<file path="src/design/cmsf_pkg.sv">
`default_nettype none

package cmsf_pkg;

  // Configuration port
  localparam int CFG_INDEX_BITS    = 4;
  localparam int CFG_DATA_BITS     = 16;
  localparam int ROW_COUNT_BITS    = 16;
  localparam int COLUMN_COUNT_BITS = 11;

  localparam logic [CFG_INDEX_BITS-1:0] CFG_ROW_COUNT    = 4'd0;
  localparam logic [CFG_INDEX_BITS-1:0] CFG_COLUMN_COUNT = 4'd1;

  localparam logic [ROW_COUNT_BITS-1:0]    ROW_COUNT_RESET    = 16'd1024;
  localparam logic [COLUMN_COUNT_BITS-1:0] COLUMN_COUNT_RESET = 11'd1024;

  // Queue between front and back
  localparam int QUEUE_DEPTH      = 2;
  localparam int QUEUE_PTR_BITS   = 1;
  localparam int QUEUE_COUNT_BITS = 2;

  // Quotient bits resolved per divider stage
  localparam int DIV_STEPS = 8;

  typedef struct packed {
    logic has_above;  // carries the filtered sample of the row above
    logic has_self;   // final row: the input itself follows
    logic done;       // the self result closes the map
  } cmsf_flags_t;

endpackage

`default_nettype wire

</file>
<file path="src/design/cmsf_queue.sv">
`default_nettype none

module cmsf_queue #(
  parameter int DATA_BITS = 67
) (
  input  logic                  clk,
  input  logic                  rst,
  input  logic                  push_valid,
  output logic                  push_ready,
  input  cmsf_pkg::cmsf_flags_t push_flags,
  input  logic [DATA_BITS-1:0]  push_data,
  output logic                  pop_valid,
  input  logic                  pop_ready,
  output cmsf_pkg::cmsf_flags_t pop_flags,
  output logic [DATA_BITS-1:0]  pop_data
);
  import cmsf_pkg::*;

  cmsf_flags_t               entry_flags [QUEUE_DEPTH];
  logic [DATA_BITS-1:0]      entry_data  [QUEUE_DEPTH];
  logic [QUEUE_PTR_BITS-1:0] wr_ptr;
  logic [QUEUE_PTR_BITS-1:0] rd_ptr;
  logic [QUEUE_COUNT_BITS-1:0] count;

  logic push;
  logic pop;

  assign push_ready = (count != QUEUE_COUNT_BITS'(QUEUE_DEPTH));
  assign pop_valid  = (count != '0);
  assign push       = push_valid & push_ready;
  assign pop        = pop_valid & pop_ready;
  assign pop_flags  = entry_flags[rd_ptr];
  assign pop_data   = entry_data[rd_ptr];

  always_ff @(posedge clk) begin
    if (rst) begin
      wr_ptr <= '0;
      rd_ptr <= '0;
      count  <= '0;
    end else begin
      if (push) begin
        wr_ptr <= (wr_ptr == QUEUE_PTR_BITS'(QUEUE_DEPTH - 1)) ? '0
                : wr_ptr + QUEUE_PTR_BITS'(1);
      end
      if (pop) begin
        rd_ptr <= (rd_ptr == QUEUE_PTR_BITS'(QUEUE_DEPTH - 1)) ? '0
                : rd_ptr + QUEUE_PTR_BITS'(1);
      end
      if (push && !pop) begin
        count <= count + QUEUE_COUNT_BITS'(1);
      end else if (pop && !push) begin
        count <= count - QUEUE_COUNT_BITS'(1);
      end
    end
  end

  always_ff @(posedge clk) begin
    if (push) begin
      entry_flags[wr_ptr] <= push_flags;
      entry_data[wr_ptr]  <= push_data;
    end
  end

endmodule

`default_nettype wire

</file>
<file path="config.mk">
export PLATFORM = sky130hd
export DESIGN_NAME = cmsf_queue
export DESIGN_NICKNAME = d
export VERILOG_FILES = /design/src/design/cmsf_pkg.sv /design/src/design/cmsf_queue.sv
export SDC_FILE = /design/constraint.sdc
export NUM_CORES = 1
export LEC_CHECK = 0
export BUFFER_PORTS_ARGS = -buffer_cell sky130_fd_sc_hd__buf_2
export CAP_MARGIN = 30
export CORE_ASPECT_RATIO = 0.7
export CORE_UTILIZATION = 56
export CTS_CLUSTER_DIAMETER = 50
export DETAILED_ROUTE_END_ITERATION = 8
export PLACE_DENSITY_LB_ADDON = 0.3
export SLEW_MARGIN = 20
export SYNTH_ARGS = -nofsm -noshare
export SYNTH_HDL_FRONTEND = slang
export SYNTH_SLANG_ARGS = --single-unit
</file>
<file path="constraint.sdc">
create_clock -name clk -period 5.21 [get_ports clk]
set_clock_uncertainty 0.1 [all_clocks]
set_input_delay 0.521 -clock clk [delete_from_list [all_inputs] [get_ports clk]]
set_output_delay 0.521 -clock clk [all_outputs]
set_load 0.02 [all_outputs]
</file>
==> results_dict.tcl, run 1 <==
set metrics [dict create \
    outcome "finished clean" \
    antenna_found_initial 1 \
    report.final.slew_viol_count 0 \
    final.setup.tns_ns 0 \
    ir_drop_v 0.000339 \
    vias_per_cell 5.04 \
    end_kind "output port" \
    holdBufCountCts 0 \
    timing.fmax_mhz 381 \
    gp_congestion 0.703 \
    core_um2 9070 \
    cts_resized 0 \
    cts_buffers 17 \
    finalHoldViolations 0 \
    fin_crit_sh 0.504 \
    relSlewSlack 0.370 \
    yosys.area.top_type "edfxtp_1" \
    grt-busiest-layer "met2" \
    syn_area_um2 5260 \
    postSynthCellCount 242 \
    cts_max_level 4 \
    maxCapViolations 0 \
    yosys_most_used_dff "edfxtp_1" \
    place_inst 504 \
    p_leak_uw 0.00253 \
    drc 0 \
    dp_hpwl_um 5590 \
    final_nets 475 \
    path_class "reg2out" \
    use_met1 0.239 \
    grt_max_degree 71 \
    grtUsageMet3 0.0900 \
    synth_async_sr_flop_share 0 \
    ant_nets 0 \
    swShare 0.280 \
    synth-edff-count 140 \
    switchingPower_uw 991 \
    cts_sinks 145 \
    firstDrtPassIters 4 \
    max_slew.worst_pin.slew_ns 0.945 \
    internal_power_uw 2550 \
    first_global_vias 2873 \
    grt_pass1_wl_um 14100 \
    combPwrFrac 0.228 \
    fp.dieW_um 118 \
    dieArea_um2 9780 \
    startpoint_type "register" \
    drtIter0Drc 119 \
    setup_violations 0 \
    fillers 576 \
    reg2regPathDepth 4 \
    synth.area.top_cells "edfxtp_1, mux2_2, dfxtp_1, buf_2, xor2_1" \
    cp.required_ns 4.59 \
    worstHoldStart "push_data[31]" \
    rrSetupSlack_ns 2.83 \
    reg2reg_from "count[0]" \
    path_max_fanout 70 \
    met2_usage 0.314 \
    path_delay_family "flip-flops" \
    rsz0062_at_grt "false" \
    ys_warn_count 0 \
    p_clk_frac 0.329 \
    drive_above_1_share 0.607 \
    cts_root_buffer "clkbuf_16" \
    crit_chain "mux2_2 > buf_2" \
    worst_path_largest_cell_delay_ns 0.91 \
    min_to "entry_data[0][31]" \
    yosysSeqAreaShare 0.819 \
    clk_pin_slew_ns 0.06 \
    wl_um 8940 \
    r2r_end "entry_data[0][55]" \
    post-cts-setup-buffer-count 0 \
    syn_area_per_cell_um2 21.7 \
    synth_most_common_cell "edfxtp_1" \
    die_h_um 83.1 \
    period_minus_slack_ns 2.62 \
    power_density_nw_per_um2 528 \
    crit_buf_inv 1 \
    ioPinCount 146 \
    n_antenna_cell 0 \
    synth_top_area_frac 0.800 \
    routedWlPerCell_um 16.7 \
    io_buffers 145 \
    rows 29 \
    cts_tree "yes" \
    synth_seq_cells 145 \
    via_count 2702 \
    ys_types 17 \
    synthTopCellsByCount "edfxtp_1, mux2_2, buf_2, dfxtp_1" \
    hp-class "in2reg" \
    start_util 0.579 \
    crit_arrival_ns 2.00 \
    grt_overflow 0 \
    grt_util_all_layers 0.198 \
    clkLatencyLatePin_ns 0.40 \
    fin_cells 536 \
    syn_nets 317 \
    min_path_cells 1 \
    areaGrowthSynthToFinish_pct 27.8 \
    clock_path_buffers 2 \
    p_seq_frac 0.443 \
    cpMaxStageDelayCell "dfxtp_4" \
]
==> through the flow <==
stage / hold WS [ns] / power (uW) / utilization / worst slack [ns] / cell area (um2)
2_1_floorplan: 0.371 / 2140 / - / 2.26 / 5260
3_3_place_gp: 0.388 / 2380 / 0.674 / 2.82 / 6110
3_5_place_dp: 0.411 / 2400 / 0.674 / 2.76 / 6110
4_1_cts: 0.183 / 3580 / 0.737 / 2.57 / 6690
5_1_grt: 0.182 / 3690 / 0.740 / 2.48 / 6720
6_report: 0.203 / 3540 / 0.740 / 2.59 / 6720
==> worst reg2reg max path, cell delays in order, from the launching register on <==
cell,delay (ns)
dfxtp_1,0.40
nand2b_1,0.22
nand3b_1,0.15
inv_2,0.60
buf_4,0.56
==> power by group through the flow <==
stage | combinational [uW] | sequential [uW] | clock, uW
after detailed placement | 805 | 1600 | 0
after floorplan | 622 | 1510 | 0
after CTS | 811 | 1580 | 1190
final | 807 | 1570 | 1170
after global routing | 859 | 1590 | 1240
after global placement | 794 | 1590 | 0
==> sequential cells by signal (all words and copies together) (netlist names), named ones only <==
name         count
entry_data     134
entry_flags      6
count            2
rd_ptr           1
wr_ptr           1
==> placed cells by master (no fill, tap or decap) <==
master,synthesis,routed
ha_1,1,1
a21bo_2,1,1
buf_4,0,1
a21oi_1,2,2
or2_2,1,1
nand2b_1,1,1
clkinv_2,0,5
and3_4,0,1
clkbuf_16,0,17
clkinvlp_4,0,2
nand3b_1,1,1
xor2_1,3,3
buf_16,0,1
clkbuf_1,0,2
mux2_2,70,70
clkinv_4,0,1
and2_1,1,1
clkinv_1,0,1
dfxtp_1,5,4
or3_1,1,1
o21ai_0,2,2
buf_2,8,145
dfxtp_4,0,1
nor2_1,3,3
inv_2,0,1
edfxtp_1,140,140
bufinv_16,0,3
==> cell type report <==
type,count,area [um2],share of cell area
repair buffers,147,761,0.113
flip-flops and latches,145,4310,0.642
inverters,1,3.75,0.000559
clock inverters,12,143,0.0212
multi-input cells,88,912,0.136
well taps,124,155,0.0231
clock buffers,19,433,0.0645
==> kinds of logic after synthesis <==
group	count (synthesis)	synth area share
DFF	145	0.819
adders and majority gates	1	0.00238
buffers and inverters	9	0.00833
muxes	70	0.150
AOI/OAI and AO/OA	5	0.00571
and+or+nand+nor	9	0.00953
xor gates and xnor gates	3	0.00500
==> metal layers <==
metal / part of all wire / vias to the layer above
met5: 0.0015 / -
met4: 0.012 / 2
met3: 0.088 / 13
met2: 0.49 / 106
met1: 0.41 / 1306
li1: - / 1275
==> how the worst max path moves through the flow <==
stage          slack (ns)  depth (start not counted)                end
2_1_floorplan        2.26                          2   entry_data[1][0]
5_1_grt              2.48                          2       pop_data[53]
4_1_cts              2.57                          2       pop_data[59]
6_report             2.59                          2       pop_data[17]
3_5_place_dp         2.76                          4  entry_data[0][15]
3_3_place_gp         2.82                          4  entry_data[0][15]
Note: power is estimated with default switching activity, not from simulation.
==> inputs of run 2 (changes only) <==
--- a/config.mk
+++ b/config.mk
@@ -5,10 +5,11 @@
 export SDC_FILE = /design/constraint.sdc
 export NUM_CORES = 1
 export LEC_CHECK = 0
+export ABC_AREA = 1
 export BUFFER_PORTS_ARGS = -buffer_cell sky130_fd_sc_hd__buf_2
 export CAP_MARGIN = 30
 export CORE_ASPECT_RATIO = 0.7
-export CORE_UTILIZATION = 56
+export CORE_UTILIZATION = 52
 export CTS_CLUSTER_DIAMETER = 50
 export DETAILED_ROUTE_END_ITERATION = 8
 export PLACE_DENSITY_LB_ADDON = 0.3
==> constraint.sdc (replaced) <==
create_clock -name clk -period 2.6 [get_ports clk]
set_clock_uncertainty 0.1 [all_clocks]
set_input_delay 0.26 -clock clk [delete_from_list [all_inputs] [get_ports clk]]
set_output_delay 0.26 -clock clk [all_outputs]
set_load 0.02 [all_outputs]
==> results_dict.tcl, run 2 <==
set metrics [dict create \
    wl_um 10400 \
    synthXorXnorAreaFrac 0 \
    synth_seq_cells 145 \
    routedWlPerCell_um 16.5 \
    grt_max_degree 48 \
    p_leak_uw 0.00315 \
    finalHoldViolations 0 \
    rsz0062_at_grt "false" \
    first_global_vias 3005 \
    swShare 0.279 \
    grt_overflow 0 \
    clkLatencyLatePin_ns 0.40 \
    antenna_found_initial 0 \
    synth_async_sr_flop_share 0 \
    ys_types 13 \
    power_uw 7610 \
    start_util 0.541 \
    ir_drop_v 0.000847 \
    core_um2 10400 \
    maxCapViolations 0 \
    ant_nets 0 \
    rows 31 \
    fp.dieW_um 127 \
    areaGrowthSynthToFinish_pct 38.4 \
    cts_root_buffer "clkbuf_16" \
    synthAdderAreaFrac 0.00222 \
    ys_warn_count 0 \
    cts_tree "yes" \
    regMostFlops "entry_data" \
    switchingPower_uw 2130 \
    syn_area_per_cell_um2 22.1 \
    synth-edff-count 140 \
    layout_setup_ws_ns 0.370 \
    cp.required_ns 2.24 \
    outcome "finished clean" \
    rrSetupSlack_ns 0.84 \
    final_cell_mix "buf_2, edfxtp_1, mux2_4, dlygate4sd3_1, clkbuf_16" \
    power_density_nw_per_um2 974 \
    syn_area_um2 5650 \
    die_h_um 89.2 \
    internal_power_uw 5480 \
    vias_per_cell 4.85 \
    largest_reg_flops 134 \
    n_antenna_cell 0 \
    startpoint_type "register" \
    top_regs "entry_data x134, entry_flags x6, count x2" \
    post-cts-setup-buffer-count 0 \
    clk_pin_slew_ns 0.06 \
    final_nets 562 \
    io_buffers 145 \
    postSynthCellCount 255 \
    max_slew.worst_pin.slew_ns 0.466 \
    fin_crit_sh 0.858 \
    timing.fmax_mhz 449 \
    hp-class "in2reg" \
    syn_nets 330 \
    drc 0 \
    fillers 604 \
    report.final.slew_viol_count 0 \
    path_class "reg2out" \
    combPwrFrac 0.262 \
    yosys_most_used_dff "edfxtp_1" \
    end_kind "output port" \
    synth-simple-area-share 0.0135 \
    period_minus_slack_ns 2.23 \
    setup_violations 0 \
    drtIter0Drc 166 \
    synthTopCellsByCount "edfxtp_1, mux2_4, nand2_1, inv_1" \
    cts_sinks 145 \
    layout_commonest_cell "buf_2" \
    synthMuxAreaShare 0.186 \
    clock_path_buffers 2 \
    drive_above_1_share 0.509 \
    p_clk_frac 0.330 \
    synth_top_family_by_area "multiplexers" \
    ioPinCount 146 \
    multi_input_area_um2 1170 \
    synth.area.top_cells "edfxtp_1, mux2_4, buf_12, dfxtp_1, nand2_1" \
    p_seq_frac 0.408 \
    firstDrtPassIters 4 \
    synth_top_area_frac 0.745 \
    seq_area_um2 4310 \
    path_max_fanout 27 \
    grt_util_all_layers 0.187 \
    crit_arrival_ns 1.87 \
    yosys.area.top_type "edfxtp_1" \
    cts_max_level 4 \
    dp_hpwl_um 5940 \
    relSlewSlack 0.689 \
    synth_most_common_cell "edfxtp_1" \
    yosysSeqAreaShare 0.762 \
    via_count 3059 \
    gp_congestion 0.747 \
    grt_pass1_wl_um 15300 \
    dp_slack_ns 0.777 \
    synth_compound_area_frac 0.00355 \
    dieArea_um2 11300 \
    cts_buffers 17 \
]
run 2: cell count changes after synthesis, sizes merged, moves of 2 or more:
| cell | before | now |
|---|---|---|
| xor2 | 3 | 0 |
| nor2 | 3 | 7 |
| nand3 | 0 | 2 |
| inv | 1 | 8 |
| nand2 | 0 | 9 |
run 2: kinds of logic after synthesis:
| kind of cell | count (synthesis) |
|---|---|
| mux | 70 |
| compound gates | 4 |
| fa+ha+maj | 1 |
| buf+inv | 16 |
| flops | 145 |
| simple gates | 19 |
run 2: stage by stage:
stage | setup TNS [ns] | utilization | hold WS [ns] | instance area (um2) | instances
final | 0 | 0.749 | 0.0551 | 7810 | 631
after global routing | 0 | 0.749 | 0.0771 | 7810 | 631
after CTS | 0 | 0.749 | 0.0433 | 7810 | 631
after detailed placement | 0 | 0.623 | 0.351 | 6500 | 530
after global placement | 0 | 0.623 | 0.347 | 6500 | 530
after floorplan | -65.51 | - | 0.259 | 5650 | 255
run 2: power by group through the flow:
stage                     Sequential [uW]  Combinational, uW  Clock [uW]
after floorplan                      3080               1510           0
after global placement               3140               1880           0
after detailed placement             3150               1910           0
after CTS                            3110               2010        2550
after global routing                 3130               2110        2640
final                                3100               2000        2510
run 2: path summary, 6_finish.rpt:
path,endpoint,cells past startpoint,start
setup / recovery,pop_data[65],3,register
hold reg to reg,register,2,rd_ptr
setup reg to reg,count[1],10,count[0]
hold / removal,register,3,pop_ready
run 2: cell type report:
| cell class | instances | share of cell area |
|---|---|---|
| clock inverter | 14 | 0.0242 |
| timing repair buffer | 221 | 0.195 |
| clock buffer | 17 | 0.0544 |
| tap | 132 | 0.0211 |
| inverter | 8 | 0.00384 |
| multi-input combinational | 94 | 0.150 |
| sequential | 145 | 0.551 |
run 2: critical path, stage by stage (launching register included):
cell     delay (ns)
dfxtp_4        0.65
buf_12         0.30
mux2_4         0.34
buf_2          0.16
run 2: repair_timing:
item                                   4_1_cts  5_1_grt
endpoints found under the hold margin      140        0
gates resized for setup                      0        0
hold buffers                                70        0
run 2: per-layer routing:
metal | share of wire | wire [um] | global-route usage
met5 | 0 | 0 | 0
met4 | 0.0062 | 65 | 0.0624
met2 | 0.47 | 4910 | 0.308
met1 | 0.45 | 4680 | 0.235
met3 | 0.072 | 751 | 0.0652
