===== config.mk =====
export PLATFORM = sky130hd
export DESIGN_NAME = cmsf_back
export DESIGN_NICKNAME = d
export VERILOG_FILES = /design/src/design/cmsf_pkg.sv /design/src/design/cmsf_back.sv
export SDC_FILE = /design/constraint.sdc
export NUM_CORES = 1
export LEC_CHECK = 0
export BUFFER_PORTS_ARGS = -buffer_cell sky130_fd_sc_hd__buf_4
export CAP_MARGIN = 20
export CORE_MARGIN = 8
export CORE_UTILIZATION = 40
export CTS_BUF_LIST = sky130_fd_sc_hd__clkbuf_8
export CTS_CLUSTER_DIAMETER = 200
export DETAILED_ROUTE_END_ITERATION = 16
export GPL_TIMING_DRIVEN = 0
export REMOVE_ABC_BUFFERS = 1
export SLEW_MARGIN = 20
export SYNTH_ARGS = -nofsm -noshare
export SYNTH_HDL_FRONTEND = slang
export SYNTH_SLANG_ARGS = --single-unit
export TNS_END_PERCENT = 5

===== constraint.sdc =====
create_clock -name clk -period 7.4 [get_ports clk]
set_input_delay 0.37 -clock clk [delete_from_list [all_inputs] [get_ports clk]]
set_output_delay 0.37 -clock clk [all_outputs]
set_load 0.01 [all_outputs]

===== src/design/cmsf_pkg.sv =====
`default_nettype none

package cmsf_pkg;

  // Configuration port
  localparam int CFG_INDEX_BITS    = 4;
  localparam int CFG_DATA_BITS     = 16;
  localparam int ROW_COUNT_BITS    = 16;
  localparam int COLUMN_COUNT_BITS = 11;

  localparam logic [CFG_INDEX_BITS-1:0] CFG_ROW_COUNT    = 4'd0;
  localparam logic [CFG_INDEX_BITS-1:0] CFG_COLUMN_COUNT = 4'd1;

  localparam logic [ROW_COUNT_BITS-1:0]    ROW_COUNT_RESET    = 16'd1024;
  localparam logic [COLUMN_COUNT_BITS-1:0] COLUMN_COUNT_RESET = 11'd1024;

  // Queue between front and back
  localparam int QUEUE_DEPTH      = 2;
  localparam int QUEUE_PTR_BITS   = 1;
  localparam int QUEUE_COUNT_BITS = 2;

  // Quotient bits resolved per divider stage
  localparam int DIV_STEPS = 8;

  typedef struct packed {
    logic has_above;  // carries the filtered sample of the row above
    logic has_self;   // final row: the input itself follows
    logic done;       // the self result closes the map
  } cmsf_flags_t;

endpackage

`default_nettype wire


===== src/design/cmsf_back.sv =====
`default_nettype none

module cmsf_back #(
  parameter int SAMPLE_BITS = 32
) (
  input  logic                         clk,
  input  logic                         rst,
  input  logic                         pop_valid,
  output logic                         pop_ready,
  input  cmsf_pkg::cmsf_flags_t        pop_flags,
  input  logic [SAMPLE_BITS-1:0]       pop_x,
  input  logic [SAMPLE_BITS+2:0]       pop_sum,
  output logic                         out_valid,
  input  logic                         out_ready,
  output logic signed [SAMPLE_BITS-1:0] height_out,
  output logic                         map_done
);
  import cmsf_pkg::*;

  localparam int SUM_BITS = SAMPLE_BITS + 3;
  localparam int NSTAGE   = (SUM_BITS + DIV_STEPS - 1) / DIV_STEPS;
  localparam int PAD_BITS = NSTAGE * DIV_STEPS;
  localparam int LAST     = NSTAGE - 1;

  typedef struct packed {
    logic [2:0]          rem;
    logic [PAD_BITS-1:0] work;  // dividend bits shift out on top, quotient bits in below
  } div_state_t;

  // restoring division by five, DIV_STEPS quotient bits
  function automatic div_state_t div_steps(input div_state_t s);
    div_state_t r;
    logic [3:0] t;
    r = s;
    for (int k = 0; k < DIV_STEPS; k++) begin
      t = {r.rem, r.work[PAD_BITS-1]};
      if (t >= 4'd5) begin
        r.rem  = 3'(t - 4'd5);
        r.work = {r.work[PAD_BITS-2:0], 1'b1};
      end else begin
        r.rem  = t[2:0];
        r.work = {r.work[PAD_BITS-2:0], 1'b0};
      end
    end
    return r;
  endfunction

  logic                   stg_valid    [NSTAGE];
  div_state_t             stg_div      [NSTAGE];
  logic [SAMPLE_BITS-1:0] stg_x        [NSTAGE];
  cmsf_flags_t            stg_flags    [NSTAGE];
  logic                   stg_ready    [NSTAGE];
  logic                   stg_in_valid [NSTAGE];
  div_state_t             stg_in_div   [NSTAGE];
  logic [SAMPLE_BITS-1:0] stg_in_x     [NSTAGE];
  cmsf_flags_t            stg_in_flags [NSTAGE];

  logic                   pend_valid;
  logic [SAMPLE_BITS-1:0] pend_x;
  logic                   pend_done;

  logic                   slot_free;
  logic                   take_pend;
  logic                   take_item;
  logic [SAMPLE_BITS-1:0] quot;
  logic [SAMPLE_BITS-1:0] above_val;

  assign slot_free = ~out_valid | out_ready;
  assign take_pend = slot_free & pend_valid;
  assign take_item = slot_free & ~pend_valid & stg_valid[LAST];

  assign quot      = stg_div[LAST].work[SAMPLE_BITS-1:0];
  assign above_val = {~quot[SAMPLE_BITS-1], quot[SAMPLE_BITS-2:0]};

  always_comb begin
    stg_ready[LAST] = ~stg_valid[LAST] | take_item;
    for (int i = LAST - 1; i >= 0; i--) begin
      stg_ready[i] = ~stg_valid[i] | stg_ready[i+1];
    end
    stg_in_valid[0] = pop_valid;
    stg_in_div[0]   = div_steps({3'd0, PAD_BITS'(pop_sum)});
    stg_in_x[0]     = pop_x;
    stg_in_flags[0] = pop_flags;
    for (int i = 1; i < NSTAGE; i++) begin
      stg_in_valid[i] = stg_valid[i-1];
      stg_in_div[i]   = div_steps(stg_div[i-1]);
      stg_in_x[i]     = stg_x[i-1];
      stg_in_flags[i] = stg_flags[i-1];
    end
  end

  assign pop_ready = stg_ready[0];

  always_ff @(posedge clk) begin
    if (rst) begin
      for (int i = 0; i < NSTAGE; i++) begin
        stg_valid[i] <= 1'b0;
      end
    end else begin
      for (int i = 0; i < NSTAGE; i++) begin
        if (stg_ready[i]) begin
          stg_valid[i] <= stg_in_valid[i];
        end
      end
    end
  end

  always_ff @(posedge clk) begin
    for (int i = 0; i < NSTAGE; i++) begin
      if (stg_ready[i] && stg_in_valid[i]) begin
        stg_div[i]   <= stg_in_div[i];
        stg_x[i]     <= stg_in_x[i];
        stg_flags[i] <= stg_in_flags[i];
      end
    end
  end

  // above result first, then the input itself on the final row
  always_ff @(posedge clk) begin
    if (rst) begin
      out_valid  <= 1'b0;
      pend_valid <= 1'b0;
    end else begin
      if (take_pend) begin
        out_valid  <= 1'b1;
        height_out <= pend_x;
        map_done   <= pend_done;
        pend_valid <= 1'b0;
      end else if (take_item) begin
        out_valid <= 1'b1;
        if (stg_flags[LAST].has_above) begin
          height_out <= above_val;
          map_done   <= 1'b0;
          pend_valid <= stg_flags[LAST].has_self;
          pend_x     <= stg_x[LAST];
          pend_done  <= stg_flags[LAST].done;
        end else begin
          height_out <= stg_x[LAST];
          map_done   <= stg_flags[LAST].done;
        end
      end else if (out_ready) begin
        out_valid <= 1'b0;
      end
    end
  end

endmodule

`default_nettype wire


==> reports/qor.txt, run 1 <==
Status: finished, violations left
Failing checks: negative setup slack
CTS tree: yes
Main synth FF type: edfxtp_1
Die area: 49020 sq um
Yosys reg bits: 420
Sequential-to-total area share from yosys stat: 74.61%
Worst reg2reg path depth: 44
Hold Path Cell Cnt: 2
HP Class: primary input to flip-flop
GR Overflow Total: 0
Synth-to-Final Area Change: 31.52%
Max-cap violations: 0
# port buffers: 108
Final hold violation count: 0
Crit path required time: 7.84 ns
Share of cells above drive strength 1: 34.62%
Mapped cell area: 16880 sq um
Nets: 1506
Worst setup margin: -0.3344 ns
Synth unique cells: 76
Leading area contributor after synthesis: edfxtp_1
HPWL Detailed: 18750 um
FILL cells: 3314
Global Route Usage Sum: 12.11%
Post-layout min period: 7.734 ns
F_max: 0.1293 GHz
WL/cell: 15.59 um
Initial core utilization: 40.41%
Fin crit share: 104.5%
ANT nets after route: 0
H-Tree Depth: 3
RSZ-0062 raised after global routing: yes
Total wire length: 30560 um
CP peak stage delay: 0.43 ns
Crit path kind: flip-flop to flip-flop
Largest net degree at the start of global routing: 42
Max-slew headroom: 51.57%
Measured slew at the worst slew-check pin: 0.7249 ns
Antenna diodes: 0
Core Box Area: 41760 sq um
Top post-synthesis cells by area: edfxtp_1 74%, ha_1 4.8%, mux2i_1 3.2%, xnor2_1 1.5%, o21ai_0 1.5%
Final setup fails: 12
First-pass GRT wire length: 48420 um
Final Skew: 0.03170 ns
Leak: 8.167 nW
Slew Viols, Final: 0
Via count: 9404
Placement Setup Slack: -1.961 ns
# DRC: 0
Clk pin slew, worst setup/hold paths: 0.06 ns
Most numerous cell in the Yosys netlist: edfxtp_1
Die width: 221.4 um
I/O pins: 109
Number of global-route vias before repair: 9781
Peak supply drop: 0.3751 mV
Crit path capture type: flip-flop
Placed cells: 1676
Power Density: 456.7 nW/um^2
Final TNS setup: -2.196 ns
CP max FO: 4
Worst Setup Start Kind: flip-flop
Post-Synthesis Mean Instance Area: 16.46 sq um
Clk_lat worst skew: 0.60 ns
Worst path slowest cell: edfxtp_1
Fin Hold WS: 0.07303 ns
Initial DRC count: 407
GP Congestion: 0.8051
Fin util: 53.15%
Vias per Instance: 4.798
Synthesized instance count: 1025
Finished Layout Cells: 1960
Most common cell on crit path: nand2b_4
Die H: 221.4 um
Yosys warning total: 0
Initial antenna violation count: 0
Clk root buf: clkbuf_8
Num rows: 75
CP arrival: 8.18 ns
Commonest cells in the netlist: 418 x edfxtp_1, 65 x ha_1, 63 x inv_1
Post-synth top area share: 74.38%
EDFF count, synth: 418
Clock Tree Buf Depth: 3
Clock Sinks: 420
CTS Buf Count: 71
Post-synth ARST share: 0%
Drt first pass iters: 5
[power by group]
part	internal [mW]	switching [mW]	total [mW]
clock	1.11	0.896	2.00
combinational	2.68	2.45	5.13
sequential	2.94	0.0658	3.00
total	6.72	3.42	10.1
[repair_timing]
item | 4_1_cts | 5_1_grt
setup buffers | 69 | 20
setup endpoints to repair | 17 | 15
hold buffers | 68 | 0
hold endpoints to repair | 69 | 0
resized for setup | 139 | 34
pin swaps | 70 | 61
[cell usage in the layout, fill, tap and decap left out, drive strengths merged, types with 3 or more instances in the layout]
| cell | synthesis | routed |
|---|---|---|
| a21o | 7 | 7 |
| clkinvlp | 0 | 3 |
| a211oi | 14 | 14 |
| nor3 | 15 | 15 |
| bufinv | 0 | 5 |
| inv | 64 | 84 |
| mux2i | 55 | 55 |
| buf | 3 | 215 |
| o22ai | 5 | 5 |
| and3 | 4 | 4 |
| nand2b | 24 | 24 |
| or4 | 3 | 3 |
| dlygate4sd3 | 0 | 68 |
| o21ai | 59 | 59 |
| o21bai | 3 | 3 |
| nor3b | 6 | 6 |
| o21a | 5 | 5 |
| a21oi | 21 | 21 |
| mux2 | 15 | 15 |
| or2 | 9 | 9 |
| nand3 | 10 | 10 |
| clkinv | 0 | 25 |
| clkbuf | 11 | 74 |
| o31ai | 4 | 4 |
| or3 | 3 | 3 |
| nor2b | 16 | 16 |
| xnor2 | 29 | 29 |
| o211ai | 13 | 13 |
| ha | 65 | 65 |
| edfxtp | 418 | 418 |
| o221ai | 4 | 4 |
| and2 | 11 | 11 |
| nand2 | 49 | 49 |
| nor2 | 41 | 41 |
| a221oi | 5 | 5 |
| a22oi | 3 | 3 |
[sequential cells by signal, indices dropped and copies added, names as in the netlist]
signal / cells
stg_div: 172
stg_x: 160
height_out: 32
pend_x: 32
stg_flags: 15
stg_valid: 5
map_done: 1
out_valid: 1
pend_done: 1
pend_valid: 1
[final cells by class]
class                      instances  area [sq um]  share of cell area [%]
clock buffer                      74          1018                   4.589
clock inverter                    53         365.4                   1.646
multi-input combinational        527          4895                   22.05
sequential                       420         12590                   56.73
inverter                          64         242.7                   1.094
timing repair buffer             283          2409                   10.85
tap                              539         674.4                   3.038
[routing by layer]
| layer | vias to the layer above | global-route usage [%] | wire length, um |
|---|---|---|---|
| li1 | 4595 | - | - |
| met1 | 4505 | 13.16 | 12350 |
| met2 | 235 | 21.97 | 15830 |
| met3 | 69 | 3.465 | 1660 |
| met4 | 0 | 4.907 | 728 |
| met5 | - | 0 | 0 |
[final timing paths]
| path | start | end | slack, ns |
|---|---|---|---|
| min reg2reg | stg_div[0][134]$_DFFE_PP_ | stg_div[0][185]$_DFFE_PP_ | 0.39 |
| max reg2reg | stg_div[0][39]$_DFFE_PP_ | stg_div[0][84]$_DFFE_PP_ | -0.33 |
| min | pop_valid | stg_valid[0][0]$_SDFFCE_PP0P_ | 0.07 |
| max | stg_div[0][39]$_DFFE_PP_ | stg_div[0][84]$_DFFE_PP_ | -0.33 |
[worst max-delay path: cells and delay by family, from the launching register on]
family                     cells  cell delay [ns]
AOI/OAI and AO/OA             12             2.28
DFF                            1             0.43
and+or+nand+nor               13             1.54
muxes                          1             0.21
xor gates and xnor gates       6             1.12
buffers and inverters          4             0.32
adders and majority gates      8             1.67
[per-stage QoR]
stage          power (mW)  cell area, sq um
2_1_floorplan       5.814             16820
3_3_place_gp        6.289             18310
3_5_place_dp        6.403             18590
4_1_cts             9.707             21850
5_1_grt             10.77             22200
6_report            10.14             22200
[cells by family after synthesis]
group | synth area share, %
xor+xnor | 1.505
flops | 74.61
compound gates | 6.969
simple gates | 5.968
fa+ha+maj | 4.819
buf+inv | 1.742
mux | 4.382
Note: power is estimated with default switching activity, not from simulation.
==> run 2, diff against run 1 <==
==> constraint.sdc (replaced) <==
create_clock -name clk -period 9.7 [get_ports clk]
set_input_delay 0.485 -clock clk [delete_from_list [all_inputs] [get_ports clk]]
set_output_delay 0.485 -clock clk [all_outputs]
set_load 0.01 [all_outputs]
==> run 2 against run 1 <==
Effect of this change:
- the run now ends clean
- sequential cell count unchanged
- largest cell class unchanged
- clock power decreased by 24%
- global-route usage decreased by 1.1 points
- worst hold slack got worse by 0.0037 ns
- cell area decreased by 9.0%
- fmax decreased by 13%
- register-to-register slack improved by 1.1 ns
- via count decreased by 8.1%
- count of clock-buffer cells in the layout unchanged
==> reports/qor.txt, run 2 (synthesized netlist as in run 1, its figures left out) <==
H-Tree Depth: 3
Power Density: 320.0 nW/um^2
CTS Buf Count: 71
RSZ-0062 raised after global routing: yes
WL/cell: 15.05 um
GR Overflow Total: 0
Measured slew at the worst slew-check pin: 0.7256 ns
Antenna diodes: 0
# port buffers: 108
Final setup fails: 0
Vias per Instance: 4.757
Number of global-route vias before repair: 8879
Max-cap violations: 0
HPWL Detailed: 18750 um
Largest reg by FF count: stg_div
Synth-to-Final Area Change: 19.71%
Die area: 49020 sq um
FILL cells: 3542
I/O pins: 109
Commonest non-fill, non-tap cell in the layout: edfxtp_1
Clk_lat worst skew: 0.59 ns
Fin Hold WS: 0.06935 ns
Die H: 221.4 um
Commonest cells after routing, fill and taps aside: 418 x edfxtp_1, 115 x buf_4, 82 x inv_1, 74 x clkbuf_8, 64 x ha_1
Share of cells above drive strength 1: 22.30%
# DRC: 0
Initial antenna violation count: 0
Clk pin slew, worst setup/hold paths: 0.06 ns
Nets: 1363
Num rows: 75
Peak supply drop: 0.2775 mV
Clock Sinks: 420
Largest register FFs: 172
F_max: 0.1121 GHz
CTS tree: yes
Initial core utilization: 40.41%
Clk root buf: clkbuf_8
Crit path required time: 10.03 ns
Design Power: 6.464 mW
Global Route Usage Sum: 10.97%
Drt first pass iters: 4
Max-slew headroom: 51.52%
Area of combinational cells with multiple inputs: 4113 sq um
First-pass GRT wire length: 43700 um
Status: finished clean
FF+latch area: 12590 sq um
Via count: 8643
Final Skew: 0.02852 ns
Crit path kind: flip-flop to flip-flop
GP Congestion: 0.8051
Crit path capture type: flip-flop
Clock Tree Buf Depth: 3
Largest net degree at the start of global routing: 42
CP peak stage delay: 0.45 ns
Total wire length: 27350 um
Worst Setup Start Kind: flip-flop
Biggest regs: stg_div (172), stg_x (160)
Die width: 221.4 um
Post-CTS Setup Bufs: 0
HP Class: primary input to flip-flop
Fin util: 48.38%
Final hold violation count: 0
Fin crit share: 91.98%
Post-layout min period: 8.922 ns
Slew Viols, Final: 0
Initial DRC count: 403
Core Box Area: 41760 sq um
CP arrival: 9.25 ns
ANT nets after route: 0
Worst path slowest cell: edfxtp_1
Leak: 7.355 nW
CP max FO: 6
-- run 2: cell types whose count changed in the layout (fill, tap and decap cells not counted), sizes merged --
cell	before	now
buf	215	126
dlygate4sd3	68	14
-- run 2: timing repair --
action | in CTS | in global routing
endpoints found under the hold margin | 14 | 0
hold buffers | 14 | 0
gates resized for setup | 0 | 14
endpoints found under the setup margin | 0 | 10
-- run 2: path summary, 6_finish.rpt --
| kind | from | to | slack [ns] | cells after the start |
|---|---|---|---|---|
| max | stg_div[0][39]$_DFFE_PP_ | stg_div[0][84]$_DFFE_PP_ | 0.78 | 45 |
| min | pop_sum[28] | stg_div[0][36]$_DFFE_PP_ | 0.07 | 1 |
| max reg2reg | stg_div[0][39]$_DFFE_PP_ | stg_div[0][84]$_DFFE_PP_ | 0.78 | 45 |
| min reg2reg | stg_div[0][134]$_DFFE_PP_ | stg_div[0][185]$_DFFE_PP_ | 0.40 | 0 |
-- run 2: metal layers --
metal | vias to the layer above | GRT usage, % | routed length [um]
met5 | - | 0 | 0
li1 | 4311 | - | -
met3 | 47 | 3.373 | 1296
met1 | 4113 | 12.25 | 11600
met4 | 0 | 4.326 | 583
met2 | 172 | 19.41 | 13860
-- run 2: worst max-delay path: cells and delay by family, from the launching register on --
family          cells  cell delay [ns]
compound gates     12             2.81
simple gates       13             1.62
xor+xnor            6             1.25
mux                 1             0.12
fa+ha+maj           8             1.84
flops               1             0.45
buf+inv             5             0.55
-- run 2: power breakdown --
part / switching, mW / internal, mW / leakage (nW)
logic: 1.44 / 1.22 / 2.71
registers: 0.0432 / 2.24 / 3.87
clock network: 0.681 / 0.845 / 0.776
total: 2.16 / 4.30 / 7.36
-- run 2: final cells by class --
class	count	area share [%]
Clock buffer	74	5.041
Clock inverter	53	1.808
Inverter	64	1.189
Multi-Input combinational cell	527	20.36
Sequential cell	420	62.33
Tap cell	539	3.338
Timing Repair Buffer	140	5.939
-- run 2: stage by stage --
stage | setup TNS (ns) | worst slack (ns) | area (sq um) | std cells
after CTS | 0 | 0.2806 | 20120 | 1817
final | 0 | 0.7779 | 20200 | 1817
after global routing | -0.09256 | -0.05748 | 20200 | 1817
after floorplan | 0 | 1.740 | 16820 | 1011
after global placement | 0 | 0.5956 | 18310 | 1658
after detailed placement | 0 | 0.3386 | 18590 | 1676
